===== config.mk =====
export PLATFORM = sky130hd
export DESIGN_NAME = vu_meter_decay_peak_hold_flat
export DESIGN_NICKNAME = d
export VERILOG_FILES = /design/src/vmdp_pkg.sv /design/src/vmdp_if.sv /design/src/vmdp_level_calc.sv /design/src/vu_meter_decay_peak_hold.sv /design/src/flat_wrapper.sv
export SDC_FILE = /design/constraint.sdc
export NUM_CORES = 1
export LEC_CHECK = 0
export BUFFER_PORTS_ARGS = -buffer_cell sky130_fd_sc_hd__buf_2
export CAP_MARGIN = 40
export CORE_UTILIZATION = 50
export CTS_CLUSTER_SIZE = 28
export DETAILED_ROUTE_END_ITERATION = 16
export HOLD_SLACK_MARGIN = 0.06
export PLACE_DENSITY = 0.74
export SETUP_SLACK_MARGIN = 0.2
export SLEW_MARGIN = 20
export SYNTH_ARGS = -nofsm -noshare
export SYNTH_HDL_FRONTEND = slang
export SYNTH_HIERARCHICAL = 1
export SYNTH_SLANG_ARGS = --single-unit

===== constraint.sdc =====
create_clock -name clk -period 12.6 [get_ports clk]
set_input_delay 1.26 -clock clk [delete_from_list [all_inputs] [get_ports clk]]
set_output_delay 1.26 -clock clk [all_outputs]
set_load 0.01 [all_outputs]

===== src/vmdp_pkg.sv =====
// Package of the meter block: types, codes, reset constants and the dB table.
// No dependencies; used by every other file of the block but the defines header.
`timescale 1ns / 1ps

package vmdp_pkg;

  localparam int CHANNELS_DEF = 8;

  typedef logic        [1:0]  op_t;
  typedef logic        [1:0]  reg_idx_t;
  typedef logic signed [6:0]  db_t;
  typedef logic        [12:0] hold_t;
  typedef logic        [3:0]  fall_t;

  localparam op_t OP_LEVEL   = 2'd0;
  localparam op_t OP_REFRESH = 2'd1;
  localparam op_t OP_TICK    = 2'd2;

  localparam reg_idx_t REG_HOLD_MS      = 2'd0;
  localparam reg_idx_t REG_RED_ABOVE    = 2'd1;
  localparam reg_idx_t REG_YELLOW_FLOOR = 2'd2;

  typedef enum logic [1:0] {
    ZONE_GREEN  = 2'd0,
    ZONE_YELLOW = 2'd1,
    ZONE_RED    = 2'd2,
    ZONE_GRAY   = 2'd3
  } zone_t;

  localparam db_t        FLOOR_DB       = -7'sd60;
  localparam db_t        RED_ABOVE_RST  = -7'sd2;
  localparam db_t        YELLOW_RST     = -7'sd12;
  localparam hold_t      HOLD_MS_RST    = 13'd2300;
  localparam hold_t      HOLD_MAX       = 13'h1FFF;
  localparam logic [3:0] STEP_MAX       = 4'd13;

  // Result of the per-item level computation.
  typedef struct packed {
    db_t   target;
    fall_t fall;
    db_t   level;
    logic  peak_upd;
  } calc_t;

  function automatic db_t db_of_step(logic [3:0] step);
    db_t db;
    unique case (step)
      4'd0, 4'd1: db = -7'sd60;
      4'd2:       db = -7'sd55;
      4'd3:       db = -7'sd50;
      4'd4:       db = -7'sd45;
      4'd5:       db = -7'sd40;
      4'd6:       db = -7'sd35;
      4'd7:       db = -7'sd30;
      4'd8:       db = -7'sd25;
      4'd9:       db = -7'sd20;
      4'd10:      db = -7'sd15;
      4'd11:      db = -7'sd10;
      4'd12:      db = -7'sd5;
      4'd13:      db = 7'sd0;
      default:    db = FLOOR_DB;
    endcase
    return db;
  endfunction

  // Red is tested first, so crossed thresholds leave yellow empty.
  function automatic zone_t zone_of(db_t db, db_t red_above, db_t yellow_floor);
    zone_t z;
    priority if (db > red_above) z = ZONE_RED;
    else if (db >= yellow_floor) z = ZONE_YELLOW;
    else                         z = ZONE_GREEN;
    return z;
  endfunction

endpackage


===== src/vmdp_if.sv =====
// Handshake interfaces of the meter block: input items, results, register writes.
// Depends on vmdp_pkg.
`timescale 1ns / 1ps

interface vmdp_item_if;
  logic            valid;
  logic            ready;
  vmdp_pkg::op_t   operation;
  logic [2:0]      channel;
  logic [3:0]      step;
  logic            muted;

  modport source (output valid, operation, channel, step, muted, input ready);
  modport sink   (input valid, operation, channel, step, muted, output ready);
endinterface

interface vmdp_result_if;
  logic              valid;
  logic              ready;
  logic [2:0]        out_channel;
  vmdp_pkg::db_t     level_db;
  logic [1:0]        level_zone;
  vmdp_pkg::db_t     peak_db;
  logic [1:0]        peak_zone;
  logic              peak_updated;

  modport source (output valid, out_channel, level_db, level_zone, peak_db, peak_zone,
                  peak_updated, input ready);
  modport sink   (input valid, out_channel, level_db, level_zone, peak_db, peak_zone,
                  peak_updated, output ready);
endinterface

interface vmdp_cfg_if;
  logic               valid;
  logic               ready;
  vmdp_pkg::reg_idx_t index;
  logic [12:0]        data;

  modport source (output valid, index, data, input ready);
  modport sink   (input valid, index, data, output ready);
endinterface


===== src/vmdp_level_calc.sv =====
// Per-item level arithmetic: target lookup, fall decrement, falling bar and
// peak replace decision. Depends on vmdp_pkg.
`timescale 1ns / 1ps

module vmdp_level_calc (
  input  logic                 is_level,
  input  logic [3:0]           step,
  input  vmdp_pkg::db_t        shown,
  input  vmdp_pkg::db_t        target_old,
  input  vmdp_pkg::fall_t      fall_old,
  input  vmdp_pkg::db_t        peak,
  input  vmdp_pkg::hold_t      elapsed,
  input  vmdp_pkg::hold_t      hold_ms,
  output vmdp_pkg::calc_t      calc
);

  vmdp_pkg::db_t   target;
  logic signed [7:0] diff;
  logic [7:0]      mag;
  logic [8:0]      rounded;
  logic [12:0]     scaled;
  vmdp_pkg::fall_t fall;
  logic signed [7:0] dropped;
  vmdp_pkg::db_t   level;

  assign target = is_level ? vmdp_pkg::db_of_step(step) : target_old;

  // Divide by five with rounding: (mag + 2) * 13 / 64 is exact for mag up to 60.
  assign diff    = 8'(shown) - 8'(target);
  assign mag     = diff[7] ? 8'(-diff) : 8'(diff);
  assign rounded = {1'b0, mag} + 9'd2;
  assign scaled  = 13'(rounded) * 13'd13;
  assign fall    = is_level ? scaled[9:6] : fall_old;

  assign dropped = 8'(shown) - $signed({4'b0, fall});

  always_comb begin
    if (shown > target) begin
      if (dropped < 8'(vmdp_pkg::FLOOR_DB)) level = vmdp_pkg::FLOOR_DB;
      else                                  level = dropped[6:0];
    end else begin
      level = (target < vmdp_pkg::FLOOR_DB) ? vmdp_pkg::FLOOR_DB : target;
    end
  end

  assign calc.target   = target;
  assign calc.fall     = fall;
  assign calc.level    = level;
  assign calc.peak_upd = (elapsed > hold_ms) || (target > peak);

endmodule


===== src/vu_meter_decay_peak_hold.sv =====
// Multi-channel level meter with falling bars and peak hold. An item is either a
// new level step for a channel, a refresh that lets that channel's bar fall one
// more decrement, or a millisecond tick that ages every channel's hold counter.
// Level and refresh items give one result with the shown level, the held peak
// and their color zones; ticks, operation code 3, steps beyond 13 and channels
// not below CHANNELS give none. One item is accepted every clock cycle while input
// is not stalled: an item passes an input register, then a single stage of
// per-channel logic that updates the channel registers and loads the result
// register, which holds the result until it is taken. The rate is
// set by that one update stage;
// a result waiting in the output register stalls input only when the item behind
// it also has a result to deliver. All channel state is cleared by reset at once,
// with no clearing pass. Registers are written through the cfg port, always ready.
// Depends on vmdp_pkg, vmdp_if and vmdp_level_calc.
`timescale 1ns / 1ps

module vu_meter_decay_peak_hold #(
  parameter int CHANNELS = vmdp_pkg::CHANNELS_DEF
) (
  input  logic          clk,
  input  logic          rst_n,
  vmdp_item_if.sink     in_item,
  vmdp_result_if.source out_res,
  vmdp_cfg_if.sink      cfg_wr
);

  localparam int CHW = (CHANNELS > 1) ? $clog2(CHANNELS) : 1;

  // Configuration registers.
  vmdp_pkg::hold_t hold_ms_r;
  vmdp_pkg::db_t   red_above_r;
  vmdp_pkg::db_t   yellow_floor_r;

  assign cfg_wr.ready = 1'b1;

  always_ff @(posedge clk) begin
    if (!rst_n) begin
      hold_ms_r      <= vmdp_pkg::HOLD_MS_RST;
      red_above_r    <= vmdp_pkg::RED_ABOVE_RST;
      yellow_floor_r <= vmdp_pkg::YELLOW_RST;
    end else if (cfg_wr.valid) begin
      unique case (cfg_wr.index)
        vmdp_pkg::REG_HOLD_MS:      hold_ms_r      <= cfg_wr.data;
        vmdp_pkg::REG_RED_ABOVE:    red_above_r    <= cfg_wr.data[6:0];
        vmdp_pkg::REG_YELLOW_FLOOR: yellow_floor_r <= cfg_wr.data[6:0];
        default: ;
      endcase
    end
  end

  // Input register.
  logic          item_v_r;
  vmdp_pkg::op_t op_r;
  logic [2:0]    ch_r;
  logic [3:0]    step_r;
  logic          muted_r;

  logic out_v_r;
  logic produces;
  logic is_tick;
  logic stage_go;

  always_comb begin
    is_tick  = (op_r == vmdp_pkg::OP_TICK);
    produces = item_v_r && ({29'd0, ch_r} < 32'(CHANNELS)) &&
               ((op_r == vmdp_pkg::OP_REFRESH) ||
                ((op_r == vmdp_pkg::OP_LEVEL) && (step_r <= vmdp_pkg::STEP_MAX)));
    stage_go = item_v_r && (!produces || !out_v_r || out_res.ready);
  end

  assign in_item.ready = !item_v_r || stage_go;

  always_ff @(posedge clk) begin
    if (!rst_n) begin
      item_v_r <= 1'b0;
    end else if (in_item.ready) begin
      item_v_r <= in_item.valid;
    end
  end

  always_ff @(posedge clk) begin
    if (in_item.valid && in_item.ready) begin
      op_r    <= in_item.operation;
      ch_r    <= in_item.channel;
      step_r  <= in_item.step;
      muted_r <= in_item.muted;
    end
  end

  // Channel state.
  vmdp_pkg::db_t   shown_r   [CHANNELS];
  vmdp_pkg::db_t   target_r  [CHANNELS];
  vmdp_pkg::fall_t fall_r    [CHANNELS];
  vmdp_pkg::db_t   peak_r    [CHANNELS];
  vmdp_pkg::hold_t elapsed_r [CHANNELS];

  logic [CHW+2:0] ch_ext;
  logic [CHW-1:0] idx;

  assign ch_ext = {{CHW{1'b0}}, ch_r};
  assign idx    = ch_ext[CHW-1:0];

  vmdp_pkg::calc_t calc;

  vmdp_level_calc u_calc (
    .is_level   (op_r == vmdp_pkg::OP_LEVEL),
    .step       (step_r),
    .shown      (shown_r[idx]),
    .target_old (target_r[idx]),
    .fall_old   (fall_r[idx]),
    .peak       (peak_r[idx]),
    .elapsed    (elapsed_r[idx]),
    .hold_ms    (hold_ms_r),
    .calc       (calc)
  );

  logic          write_ch;
  vmdp_pkg::db_t peak_nxt;

  assign write_ch = stage_go && produces;
  assign peak_nxt = calc.peak_upd ? calc.level : peak_r[idx];

  always_ff @(posedge clk) begin
    if (!rst_n) begin
      for (int c = 0; c < CHANNELS; c++) begin
        shown_r[c]   <= vmdp_pkg::FLOOR_DB;
        target_r[c]  <= vmdp_pkg::FLOOR_DB;
        fall_r[c]    <= '0;
        peak_r[c]    <= vmdp_pkg::FLOOR_DB;
        elapsed_r[c] <= vmdp_pkg::HOLD_MAX;
      end
    end else if (write_ch) begin
      shown_r[idx]  <= calc.level;
      target_r[idx] <= calc.target;
      fall_r[idx]   <= calc.fall;
      peak_r[idx]   <= peak_nxt;
      if (calc.peak_upd) begin
        elapsed_r[idx] <= '0;
      end
    end else if (stage_go && is_tick) begin
      for (int c = 0; c < CHANNELS; c++) begin
        if (elapsed_r[c] != vmdp_pkg::HOLD_MAX) begin
          elapsed_r[c] <= elapsed_r[c] + 13'd1;
        end
      end
    end
  end

  // Result register.
  logic [2:0]     res_ch_r;
  vmdp_pkg::db_t  res_level_r;
  vmdp_pkg::zone_t res_lzone_r;
  vmdp_pkg::db_t  res_peak_r;
  vmdp_pkg::zone_t res_pzone_r;
  logic           res_upd_r;

  always_ff @(posedge clk) begin
    if (!rst_n) begin
      out_v_r <= 1'b0;
    end else if (write_ch) begin
      out_v_r <= 1'b1;
    end else if (out_res.ready) begin
      out_v_r <= 1'b0;
    end
  end

  always_ff @(posedge clk) begin
    if (write_ch) begin
      res_ch_r    <= ch_r;
      res_level_r <= calc.level;
      res_lzone_r <= muted_r ? vmdp_pkg::ZONE_GRAY :
                     vmdp_pkg::zone_of(calc.level, red_above_r, yellow_floor_r);
      res_peak_r  <= peak_nxt;
      res_pzone_r <= vmdp_pkg::zone_of(peak_nxt, red_above_r, yellow_floor_r);
      res_upd_r   <= calc.peak_upd;
    end
  end

  assign out_res.valid        = out_v_r;
  assign out_res.out_channel  = res_ch_r;
  assign out_res.level_db     = res_level_r;
  assign out_res.level_zone   = res_lzone_r;
  assign out_res.peak_db      = res_peak_r;
  assign out_res.peak_zone    = res_pzone_r;
  assign out_res.peak_updated = res_upd_r;

endmodule


===== src/flat_wrapper.sv =====
// flat-port wrapper written by rule: the top's interface ports become plain ports
module vu_meter_decay_peak_hold_flat 
#(
  parameter int CHANNELS = vmdp_pkg::CHANNELS_DEF
)
  (clk, rst_n, in_item_valid, in_item_operation, in_item_channel, in_item_step, in_item_muted, in_item_ready, out_res_valid, out_res_out_channel, out_res_level_db, out_res_level_zone, out_res_peak_db, out_res_peak_zone, out_res_peak_updated, out_res_ready, cfg_wr_valid, cfg_wr_index, cfg_wr_data, cfg_wr_ready);
  vmdp_item_if in_item_i ();
  vmdp_result_if out_res_i ();
  vmdp_cfg_if cfg_wr_i ();
  input  logic clk;
  input  logic rst_n;
  input wire logic [$bits(in_item_i.valid)-1:0] in_item_valid;
  input wire logic [$bits(in_item_i.operation)-1:0] in_item_operation;
  input wire logic [$bits(in_item_i.channel)-1:0] in_item_channel;
  input wire logic [$bits(in_item_i.step)-1:0] in_item_step;
  input wire logic [$bits(in_item_i.muted)-1:0] in_item_muted;
  output wire logic [$bits(in_item_i.ready)-1:0] in_item_ready;
  output wire logic [$bits(out_res_i.valid)-1:0] out_res_valid;
  output wire logic [$bits(out_res_i.out_channel)-1:0] out_res_out_channel;
  output wire logic [$bits(out_res_i.level_db)-1:0] out_res_level_db;
  output wire logic [$bits(out_res_i.level_zone)-1:0] out_res_level_zone;
  output wire logic [$bits(out_res_i.peak_db)-1:0] out_res_peak_db;
  output wire logic [$bits(out_res_i.peak_zone)-1:0] out_res_peak_zone;
  output wire logic [$bits(out_res_i.peak_updated)-1:0] out_res_peak_updated;
  input wire logic [$bits(out_res_i.ready)-1:0] out_res_ready;
  input wire logic [$bits(cfg_wr_i.valid)-1:0] cfg_wr_valid;
  input wire logic [$bits(cfg_wr_i.index)-1:0] cfg_wr_index;
  input wire logic [$bits(cfg_wr_i.data)-1:0] cfg_wr_data;
  output wire logic [$bits(cfg_wr_i.ready)-1:0] cfg_wr_ready;
  assign in_item_i.valid = in_item_valid;
  assign in_item_i.operation = in_item_operation;
  assign in_item_i.channel = in_item_channel;
  assign in_item_i.step = in_item_step;
  assign in_item_i.muted = in_item_muted;
  assign in_item_ready = in_item_i.ready;
  assign out_res_valid = out_res_i.valid;
  assign out_res_out_channel = out_res_i.out_channel;
  assign out_res_level_db = out_res_i.level_db;
  assign out_res_level_zone = out_res_i.level_zone;
  assign out_res_peak_db = out_res_i.peak_db;
  assign out_res_peak_zone = out_res_i.peak_zone;
  assign out_res_peak_updated = out_res_i.peak_updated;
  assign out_res_i.ready = out_res_ready;
  assign cfg_wr_i.valid = cfg_wr_valid;
  assign cfg_wr_i.index = cfg_wr_index;
  assign cfg_wr_i.data = cfg_wr_data;
  assign cfg_wr_ready = cfg_wr_i.ready;
  vu_meter_decay_peak_hold #(.CHANNELS(CHANNELS)) u_core (.clk(clk), .rst_n(rst_n), .in_item(in_item_i), .out_res(out_res_i), .cfg_wr(cfg_wr_i));
endmodule

==> flow_summary.toml, run 1 <==
[drt]
drc = 0
totalWireLength_um = 53400
first_pass_iters = 5
num_vias = 15100
first_iter_violations = 1767
ant_nets = 0
drt-wirelength-per-cell_um = 22.0
post_drt_via_cell_ratio = 6.21

[sta]
fmax_mhz = 89.4
period_needed_ps = 11190
post-route-period-util_pct = 88.8
final-hold-violation-count = 0
tns_ps = 0
report.final.slew_viol_count = 0
rsz0062_at_grt = "false"
slew_headroom_pct = 41.9
worst_pin_slew_ps = 868
setup_viol = 0
finClkSkew_ps = 11.2

[finish]
nets = 1989
post-route-util_pct = 57.0
drive_gt1_share_pct = 18.1
syn_to_final_growth_pct = 11.6
fillers = 3277
n_antenna_cell = 0

[clocking]
clk_path_buf_depth = 3
clk_pin_slew_ps = 60
cts_buffers = 41
clock-root-buffer = "clkbuf_16"
h-tree-depth = 2
cts_setup_buffers = 0
cts_sinks = 368
ctsResizeCount = 0
cts_hold_buf = 0
cts_tree = "built"
clkLatencyLatePin_ps = 560

[grt]
grt_pass1_vias = 14800
grt_overflow = 0
grt_usage_pct = 26.1
grt_max_degree = 80
grt_antenna_before_repair = 1
grt_pass1_wl_um = 83900

[yosys]
netlist_area_sq_um = 20500
synth_cells = 1821
synth_commonest_cells = "edfxtp_1 (232), dfxtp_1 (136), a21oi_1 (131), nand2_1 (128), nor2_1 (121)"
synth_flop_cell = "edfxtp_1"
synthArstFlopShare_pct = 0
ys_seq_area_share_pct = 47.3
syn_nets = 1944
synth-seq-cells = 368
syn_avg_cell_area_sq_um = 11.2
yosys_warnings = 6
ys_types = 99
yosysMostFrequentCell = "edfxtp_1"
synthTopCellsByArea = "edfxtp_1 (34%), dfxtp_1 (13%), mux4_2 (8.6%), ha_1 (5.3%), a21oi_1 (3.2%)"
yosysTopAreaCell = "edfxtp_1"
synth_edf_count = 232
yosysTopAreaCellShare_pct = 34.0

[worst_setup_path]
cp_max_fo = 34
crit_required_ps = 12910
path_class = "register to register"
cp.arrival_ps = 11500
end_kind = "register"
crit_path_top_delay_cell = "dfxtp_4"
setup.worst_path.start_class = "register"
slowest_delay_ps = 830

[floorplan]
die_x_um = 204
ios = 55
die_h_um = 204
core_sq_um = 40100
start_util_pct = 51.1
dieArea_sq_um = 41800
num_rows = 73

[placement]
portBuffers = 53
place_hpwl_um = 35900
gp_congestion = 0.913

[power]
leakagePower_nw = 8.85
powerDensity_nw_per_um2 = 236
ir_worst_vdd_v = 0.000239

[min_path]
min_path_type = "register to register"

[flow_run]
drv_cap = 0

[run_status]
status = "finished, final reports clean"
-- sequential cells by signal (all words and copies together) (netlist names), named ones only --
name and cells:
u_core/out_res.out_channel 3, u_core/target_r 56, u_core/peak_r 56, u_core/out_res.peak_zone 2, u_core/red_above_r 7, u_core/step_r 4, u_core/shown_r 56, u_core/hold_ms_r 13
u_core/fall_r 32, u_core/out_res.peak_db 7, u_core/out_res.valid 1, u_core/op_r 2, u_core/ch_r 3, u_core/out_res.peak_updated 1, u_core/muted_r 1, u_core/out_res.level_db 7
u_core/yellow_floor_r 7, u_core/out_res.level_zone 2, u_core/elapsed_r 104, u_core/item_v_r 1
-- layer usage --
layer | part of all wire, % | vias to the layer above | global-route usage (%)
met5 | 0.024 | - | 0
met4 | 2.8 | 2 | 8.69
met3 | 8.7 | 119 | 4.37
met2 | 47 | 722 | 42.0
met1 | 42 | 7365 | 35.8
li1 | - | 6853 | -
-- power by group --
group	leakage, nW	internal [mW]	switching, mW	total (mW)
sequential	3.30	1.37	0.0625	1.43
clock	0.700	0.767	0.495	1.26
combinational	4.85	1.05	1.65	2.70
-- cell families (layout without fill, tap and decap cells) --
group           count (synthesis)  after routing  synth area share, %
compound gates                297            297                 9.44
xor+xnor                       94             94                 4.06
fa+ha+maj                      96             96                 6.05
buf+inv                       183            261                 3.72
flops                         368            368                 47.3
mux                           156            156                 13.1
other cells                     2              2               0.0367
simple gates                  625            625                 16.3
-- area by class of cell --
type | instances | area, sq um | share of cell area [%]
multi-input combinational | 1270 | 10100 | 44.0
sequential | 368 | 9700 | 42.4
clock buffer | 52 | 1140 | 4.99
timing repair buffer | 92 | 668 | 2.92
tap | 525 | 657 | 2.87
inverter | 93 | 349 | 1.53
clock inverter | 24 | 287 | 1.25
-- final timing paths --
check | cells after the start | to | slack, ps | from
worst max-delay path | 41 | u_core/out_res.level_zone[0] | 1410 | register
worst min-delay path | 2 | u_core/hold_ms_r[8] | 460 | u_core/hold_ms_r[8]
worst max register to register | 41 | u_core/out_res.level_zone[0] | 1410 | register
worst min register to register | 2 | u_core/hold_ms_r[8] | 460 | u_core/hold_ms_r[8]
-- layout by cell type (no fill, tap or decap), types with 7 or more instances in the layout --
cell type  instances
nor2b_1           13
nor4_1            19
o211ai_1          21
o2111ai_1          7
and4_1             8
clkinv_2          10
nand2_1          125
a21oi_1          131
mux2_2            46
o21ai_0           44
a31oi_1            9
mux2i_4            7
nand2b_1          19
nand4_1           28
xor2_1            44
nand3_1           57
nor3b_1            7
inv_1             92
a21o_1            15
and3_1            73
and2_1            61
or3_1             22
buf_4             32
dfxtp_1          133
clkbuf_16         43
buf_2             52
nor3_1            23
ha_1              87
edfxtp_1         232
or2_2             13
mux4_2            78
xnor2_1           49
nor2_1           118
mux2i_1           24
-- worst max-delay path: cells and delay by family (launching register included) --
family / cells / cell delay, ps
xor+xnor: 2 / 430
mux: 3 / 1230
compound gates: 17 / 3560
simple gates: 7 / 1340
fa+ha+maj: 6 / 2300
flops: 1 / 830
buf+inv: 6 / 1230
-- stage by stage --
step	cells	instance area, sq um	hold slack, ps	worst slack (ps)	power [mW]
2_1_floorplan	1821	20500	424	2710	3.37
3_3_place_gp	2336	21200	446	1680	4.05
3_5_place_dp	2343	21400	454	1410	4.12
4_1_cts	2419	22800	463	1370	5.40
5_1_grt	2424	22900	482	380	5.79
6_report	2424	22900	458	1410	5.40
(Power assumes the default switching activity.)
==> run 2, diff against run 1 <==
BUFFER_PORTS_ARGS = default   (was -buffer_cell sky130_fd_sc_hd__buf_2)
DONT_BUFFER_PORTS = 1   (was default)
MAX_ROUTING_LAYER = met4   (was default)
PLACE_DENSITY = 0.73   (was 0.74)
==> run 2 against run 1 <==
- routed wire length fell by 0.60%
- critical path type unchanged
- register-to-register slack hardly changed
- cell count shrank 2.2%
- die area stayed put
- count of clock-buffer cells in the layout grew 3
- clock skew grew 16 ps
- sequential share of layout area rose by 0.76 points
- first-iteration DRC count fell by 28%
==> flow_summary.toml, run 2 (synthesized netlist as in run 1, its figures left out) <==
[run_status]
status = "finished, final reports clean"

[sta]
finClkSkew_ps = 26.7
final-hold-violation-count = 0
report.final.slew_viol_count = 0
post-route-period-util_pct = 88.8
fmax_mhz = 89.4
slew_headroom_pct = 43.2
setup_viol = 0
period_needed_ps = 11190
tns_ps = 0
whs_ps = 460
worst_pin_slew_ps = 848
rsz0062_at_grt = "false"

[finish]
largest_reg_flops = 104
final_area_sq_um = 22500
drive_gt1_share_pct = 15.3
regMostFlops = "u_core/elapsed_r"
final_common_cell = "edfxtp_1"
final_cell_mix = "edfxtp_1 (232), dfxtp_1 (133), a21oi_1 (131), nand2_1 (126), nor2_1 (116)"
nets = 1936
syn_to_final_growth_pct = 9.66

[clocking]
clk_path_buf_depth = 3
clk_pin_slew_ps = 60
ctsResizeCount = 0
cts_tree = "built"
clkLatencyLatePin_ps = 550
cts_setup_buffers = 0
clock-root-buffer = "clkbuf_16"
cts_buffers = 41
cts_hold_buf = 0
cts_sinks = 368
h-tree-depth = 2

[floorplan]
start_util_pct = 51.1
ios = 55
die_h_um = 204
num_rows = 73
die_x_um = 204
core_sq_um = 40100
dieArea_sq_um = 41800

[worst_setup_path]
setup.worst_path.start_class = "register"
cp.arrival_ps = 11470
cp_num_buf_inv = 7
slowest_delay_ps = 860
cp_top_family = "compound AO/OA/AOI/OAI gates"
reg2regPathDepth = 43
r2r_slack_ps = 1410
crit_required_ps = 12880
r2r_end = "u_core/out_res.peak_zone[0]"
crit_path_top_delay_cell = "dfxtp_4"
end_kind = "register"
cp_max_fo = 49
path_class = "register to register"

[grt]
grt_pass1_wl_um = 82900
grt_max_degree = 131
grt_antenna_before_repair = 2
grt_pass1_vias = 14600
grt_overflow = 0
grt_usage_pct = 26.7

[min_path]
hold_path_end = "u_core/hold_ms_r[12]"
worstHoldPathCells = 2
hold_start = "u_core/hold_ms_r[12]"
min_path_type = "register to register"

[power]
powerDensity_nw_per_um2 = 238
ir_worst_vdd_v = 0.000291
leakagePower_nw = 8.58
finalPower_mw = 5.35

[drt]
post_drt_via_cell_ratio = 6.26
totalWireLength_um = 53100
first_pass_iters = 6
ant_nets = 0
first_iter_violations = 1281
drc = 0
drt-wirelength-per-cell_um = 22.4
num_vias = 14800

[placement]
place_hpwl_um = 36000
placed_area_sq_um = 21000
portBuffers = 0
gp_congestion = 0.944

[flow_run]
drv_cap = 0
## run 2: cell types whose count changed in the layout (fill, tap and decap cells not counted), moves of 2 or more
| cell | before | now |
|---|---|---|
| buf_12 | 0 | 2 |
| clkbuf_1 | 6 | 10 |
| clkbuf_16 | 43 | 41 |
| clkinvlp_4 | 3 | 1 |
| clkinv_1 | 3 | 5 |
| nor2_2 | 3 | 5 |
| buf_16 | 5 | 1 |
| clkinv_2 | 10 | 6 |
| diode_2 | 0 | 2 |
| buf_2 | 52 | 1 |
| nor2_1 | 118 | 116 |
## run 2: where the power goes
| part | internal [mW] | switching [mW] |
|---|---|---|
| Combinational | 1.03 | 1.68 |
| Clock | 0.725 | 0.482 |
| Sequential | 1.37 | 0.0664 |
## run 2: worst max-delay path by stage
stage               cells after the start      from                      endpoint
global route                           45  register   u_core/out_res.peak_zone[0]
CTS                                    43  register  u_core/out_res.level_zone[0]
global placement                       42  register  u_core/out_res.level_zone[0]
floorplan                              45  register   u_core/out_res.peak_zone[0]
finish                                 43  register   u_core/out_res.peak_zone[0]
detailed placement                     43  register  u_core/out_res.level_zone[0]
## run 2: routing by layer
| metal | share of wire [%] | GRT usage, % | wire, um | vias up |
|---|---|---|---|---|
| li1 | - | - | - | 6747 |
| met1 | 43 | 35.5 | 22700 | 7330 |
| met2 | 46 | 41.2 | 24500 | 644 |
| met3 | 8.5 | 5.23 | 4530 | 105 |
| met4 | 2.6 | 8.13 | 1410 | 0 |
| met5 | 0 | - | 0 | - |
## run 2: layout make-up
type | count | area [sq um]
Timing Repair Buffer | 39 | 347
Antenna cell | 2 | 5.00
Multi-Input combinational cell | 1270 | 10100
Fill cell | 3260 | 17600
Clock inverter | 18 | 220
Sequential cell | 368 | 9700
Clock buffer | 55 | 1120
Tap cell | 525 | 657
Inverter | 93 | 349
## run 2: worst register-to-register path: cells and delay by family (launching register included)
kind / cells / cell delay (ps)
buffers and inverters: 7 / 1260
DFF: 1 / 860
xor gates and xnor gates: 2 / 420
AOI/OAI and AO/OA: 15 / 3220
muxes: 4 / 1380
adders and majority gates: 7 / 2480
and+or+nand+nor: 8 / 1270
## run 2: stage by stage
step / util (%) / setup slack [ps] / cells
finish: 56.0 / 1410 / 2370
global route: 56.0 / 582 / 2370
CTS: 55.8 / 1300 / 2361
detailed placement: 52.5 / 1430 / 2288
global placement: 52.3 / 1600 / 2284
floorplan: - / 2710 / 1821
==> run 3, diff against run 2 <==
CORE_UTILIZATION = 56   (was 50)
PLACE_DENSITY = 0.79   (was 0.73)
==> run 3 against run 2 <==
- worst hold slack worse by 6.0 ps
- fmax is 0.74% lower
- via count is 2.4% higher
- core utilization is 6.6 points higher
- global-route usage is 3.3 points higher
- sequential power hardly changed
- setup slack worse by 84 ps
- critical path depth is 4 lower
- largest power group unchanged
==> flow_summary.toml, run 3 (synthesized netlist as in run 1, its figures left out) <==
[min_path]
min_path_type = "register to register"
hold_path_end = "u_core/hold_ms_r[12]"
worstHoldPathCells = 2
hold_start = "u_core/hold_ms_r[12]"

[clocking]
clkLatencyLatePin_ps = 550
cts_setup_buffers = 0
clk_path_buf_depth = 3
ctsResizeCount = 0
clock-root-buffer = "clkbuf_16"
cts_tree = "built"
clk_pin_slew_ps = 60
cts_hold_buf = 0
h-tree-depth = 2
cts_sinks = 368
cts_buffers = 40

[finish]
final_common_cell = "edfxtp_1"
nets = 1937
syn_to_final_growth_pct = 9.30
fillers = 2749
final_area_sq_um = 22400
final_cell_mix = "edfxtp_1 (232), dfxtp_1 (133), a21oi_1 (131), nand2_1 (124), nor2_1 (118)"
regMostFlops = "u_core/elapsed_r"
post-route-util_pct = 62.6
largest_reg_flops = 104
drive_gt1_share_pct = 15.5

[worst_setup_path]
crit_path_top_delay_cell = "o32ai_1"
reg2regPathDepth = 39
cp_max_fo = 32
r2r_slack_ps = 1330
end_kind = "register"
r2r_end = "u_core/out_res.level_zone[0]"
setup.worst_path.start_class = "register"
path_class = "register to register"
cp_num_buf_inv = 7
cp.arrival_ps = 11570
crit_required_ps = 12900
slowest_delay_ps = 830
cp_top_family = "compound AO/OA/AOI/OAI gates"
crit_top_cell = "inv_1"

[floorplan]
start_util_pct = 57.3
core_sq_um = 35700
num_rows = 69
ios = 55
die_x_um = 193
dieArea_sq_um = 37300
die_h_um = 193

[drt]
drc = 0
ant_nets = 0
first_iter_violations = 1706
num_vias = 15200
totalWireLength_um = 54200
drt-wirelength-per-cell_um = 23.5
first_pass_iters = 11
post_drt_via_cell_ratio = 6.58

[power]
p_sw_share_pct = 41.3
switching_power_mw = 2.19
finalPower_mw = 5.31
p_int_mw = 3.12
ir_worst_vdd_v = 0.000252
comb_power_share_pct = 50.6
power_frac_seq_pct = 27.2
powerDensity_nw_per_um2 = 237
p_clk_share_pct = 22.2
leakagePower_nw = 8.59

[placement]
gp_congestion = 0.951
placed_area_sq_um = 21000
place_hpwl_um = 36000
portBuffers = 0

[sta]
fmax_mhz = 88.7
worst_pin_slew_ps = 907
period_needed_ps = 11270
rsz0062_at_grt = "false"
setup_viol = 0
slew_headroom_pct = 39.3
finClkSkew_ps = 18.9
tns_ps = 0
post-route-period-util_pct = 89.4
report.final.slew_viol_count = 0
final-hold-violation-count = 0

[flow_run]
drv_cap = 0

[grt]
grt_overflow = 0
grt_pass1_wl_um = 84500
grt_pass1_vias = 15000
grt_max_degree = 131
grt_usage_pct = 30.0
grt_antenna_before_repair = 2

[run_status]
status = "finished, final reports clean"
==> run 3: cell count changes in the layout (fill, tap and decap cells not counted), moves of 2 or more <==
cell,before,now
buf_16,1,4
buf_4,33,35
clkinv_4,0,2
nand2_1,126,124
clkbuf_8,4,6
nor2_1,116,118
nand2_2,2,4
buf_12,2,0
bufinv_16,5,3
==> run 3: worst min-delay path, delay by kind of cell, from the launching register on <==
| family | cells | cell delay, ps |
|---|---|---|
| simple gates | 1 | 50 |
| compound gates | 1 | 50 |
| flops | 1 | 310 |
==> run 3: routing by layer <==
layer / track usage (%) / routed length (um) / vias to the layer above
met4: 9.87 / 1340 / 0
met1: 41.0 / 22500 / 7467
met3: 6.33 / 5820 / 116
li1: - / - / 6753
met5: - / 0 / -
met2: 44.8 / 24500 / 847
==> run 3: layout make-up <==
type	instances	area (sq um)	area share [%]
Antenna cell	2	5.00	0.0224
Clock buffer	56	1140	5.10
Clock inverter	16	165	0.738
Inverter	93	349	1.56
Multi-Input combinational cell	1270	10100	44.9
Sequential cell	368	9700	43.3
Tap cell	461	577	2.58
Timing Repair Buffer	41	389	1.74
==> run 3: worst max path at each step <==
stage | startpoint | to | cells after the start
after floorplan | register | u_core/out_res.peak_zone[0] | 45
after global placement | register | u_core/out_res.level_zone[0] | 39
after detailed placement | register | u_core/out_res.level_zone[0] | 39
after CTS | register | u_core/out_res.level_zone[0] | 39
after global routing | register | u_core/out_res.level_zone[0] | 39
final | register | u_core/out_res.level_zone[0] | 39
==> run 3: stage by stage <==
stage                     instances  hold slack [ps]  setup WS (ps)
after floorplan                1821              424           2710
after global placement         2221              444           1890
after detailed placement       2227              447           1510
after global routing           2307              478            608
after CTS                      2299              455           1450
final                          2307              454           1330
==> run 3: power groups by stage <==
stage	Combinational, mW	Sequential, mW	Clock, mW
after floorplan	1.94	1.43	0
after global placement	2.53	1.46	0
after detailed placement	2.61	1.47	0
after CTS	2.64	1.44	1.19
after global routing	2.94	1.45	1.24
final	2.69	1.44	1.18
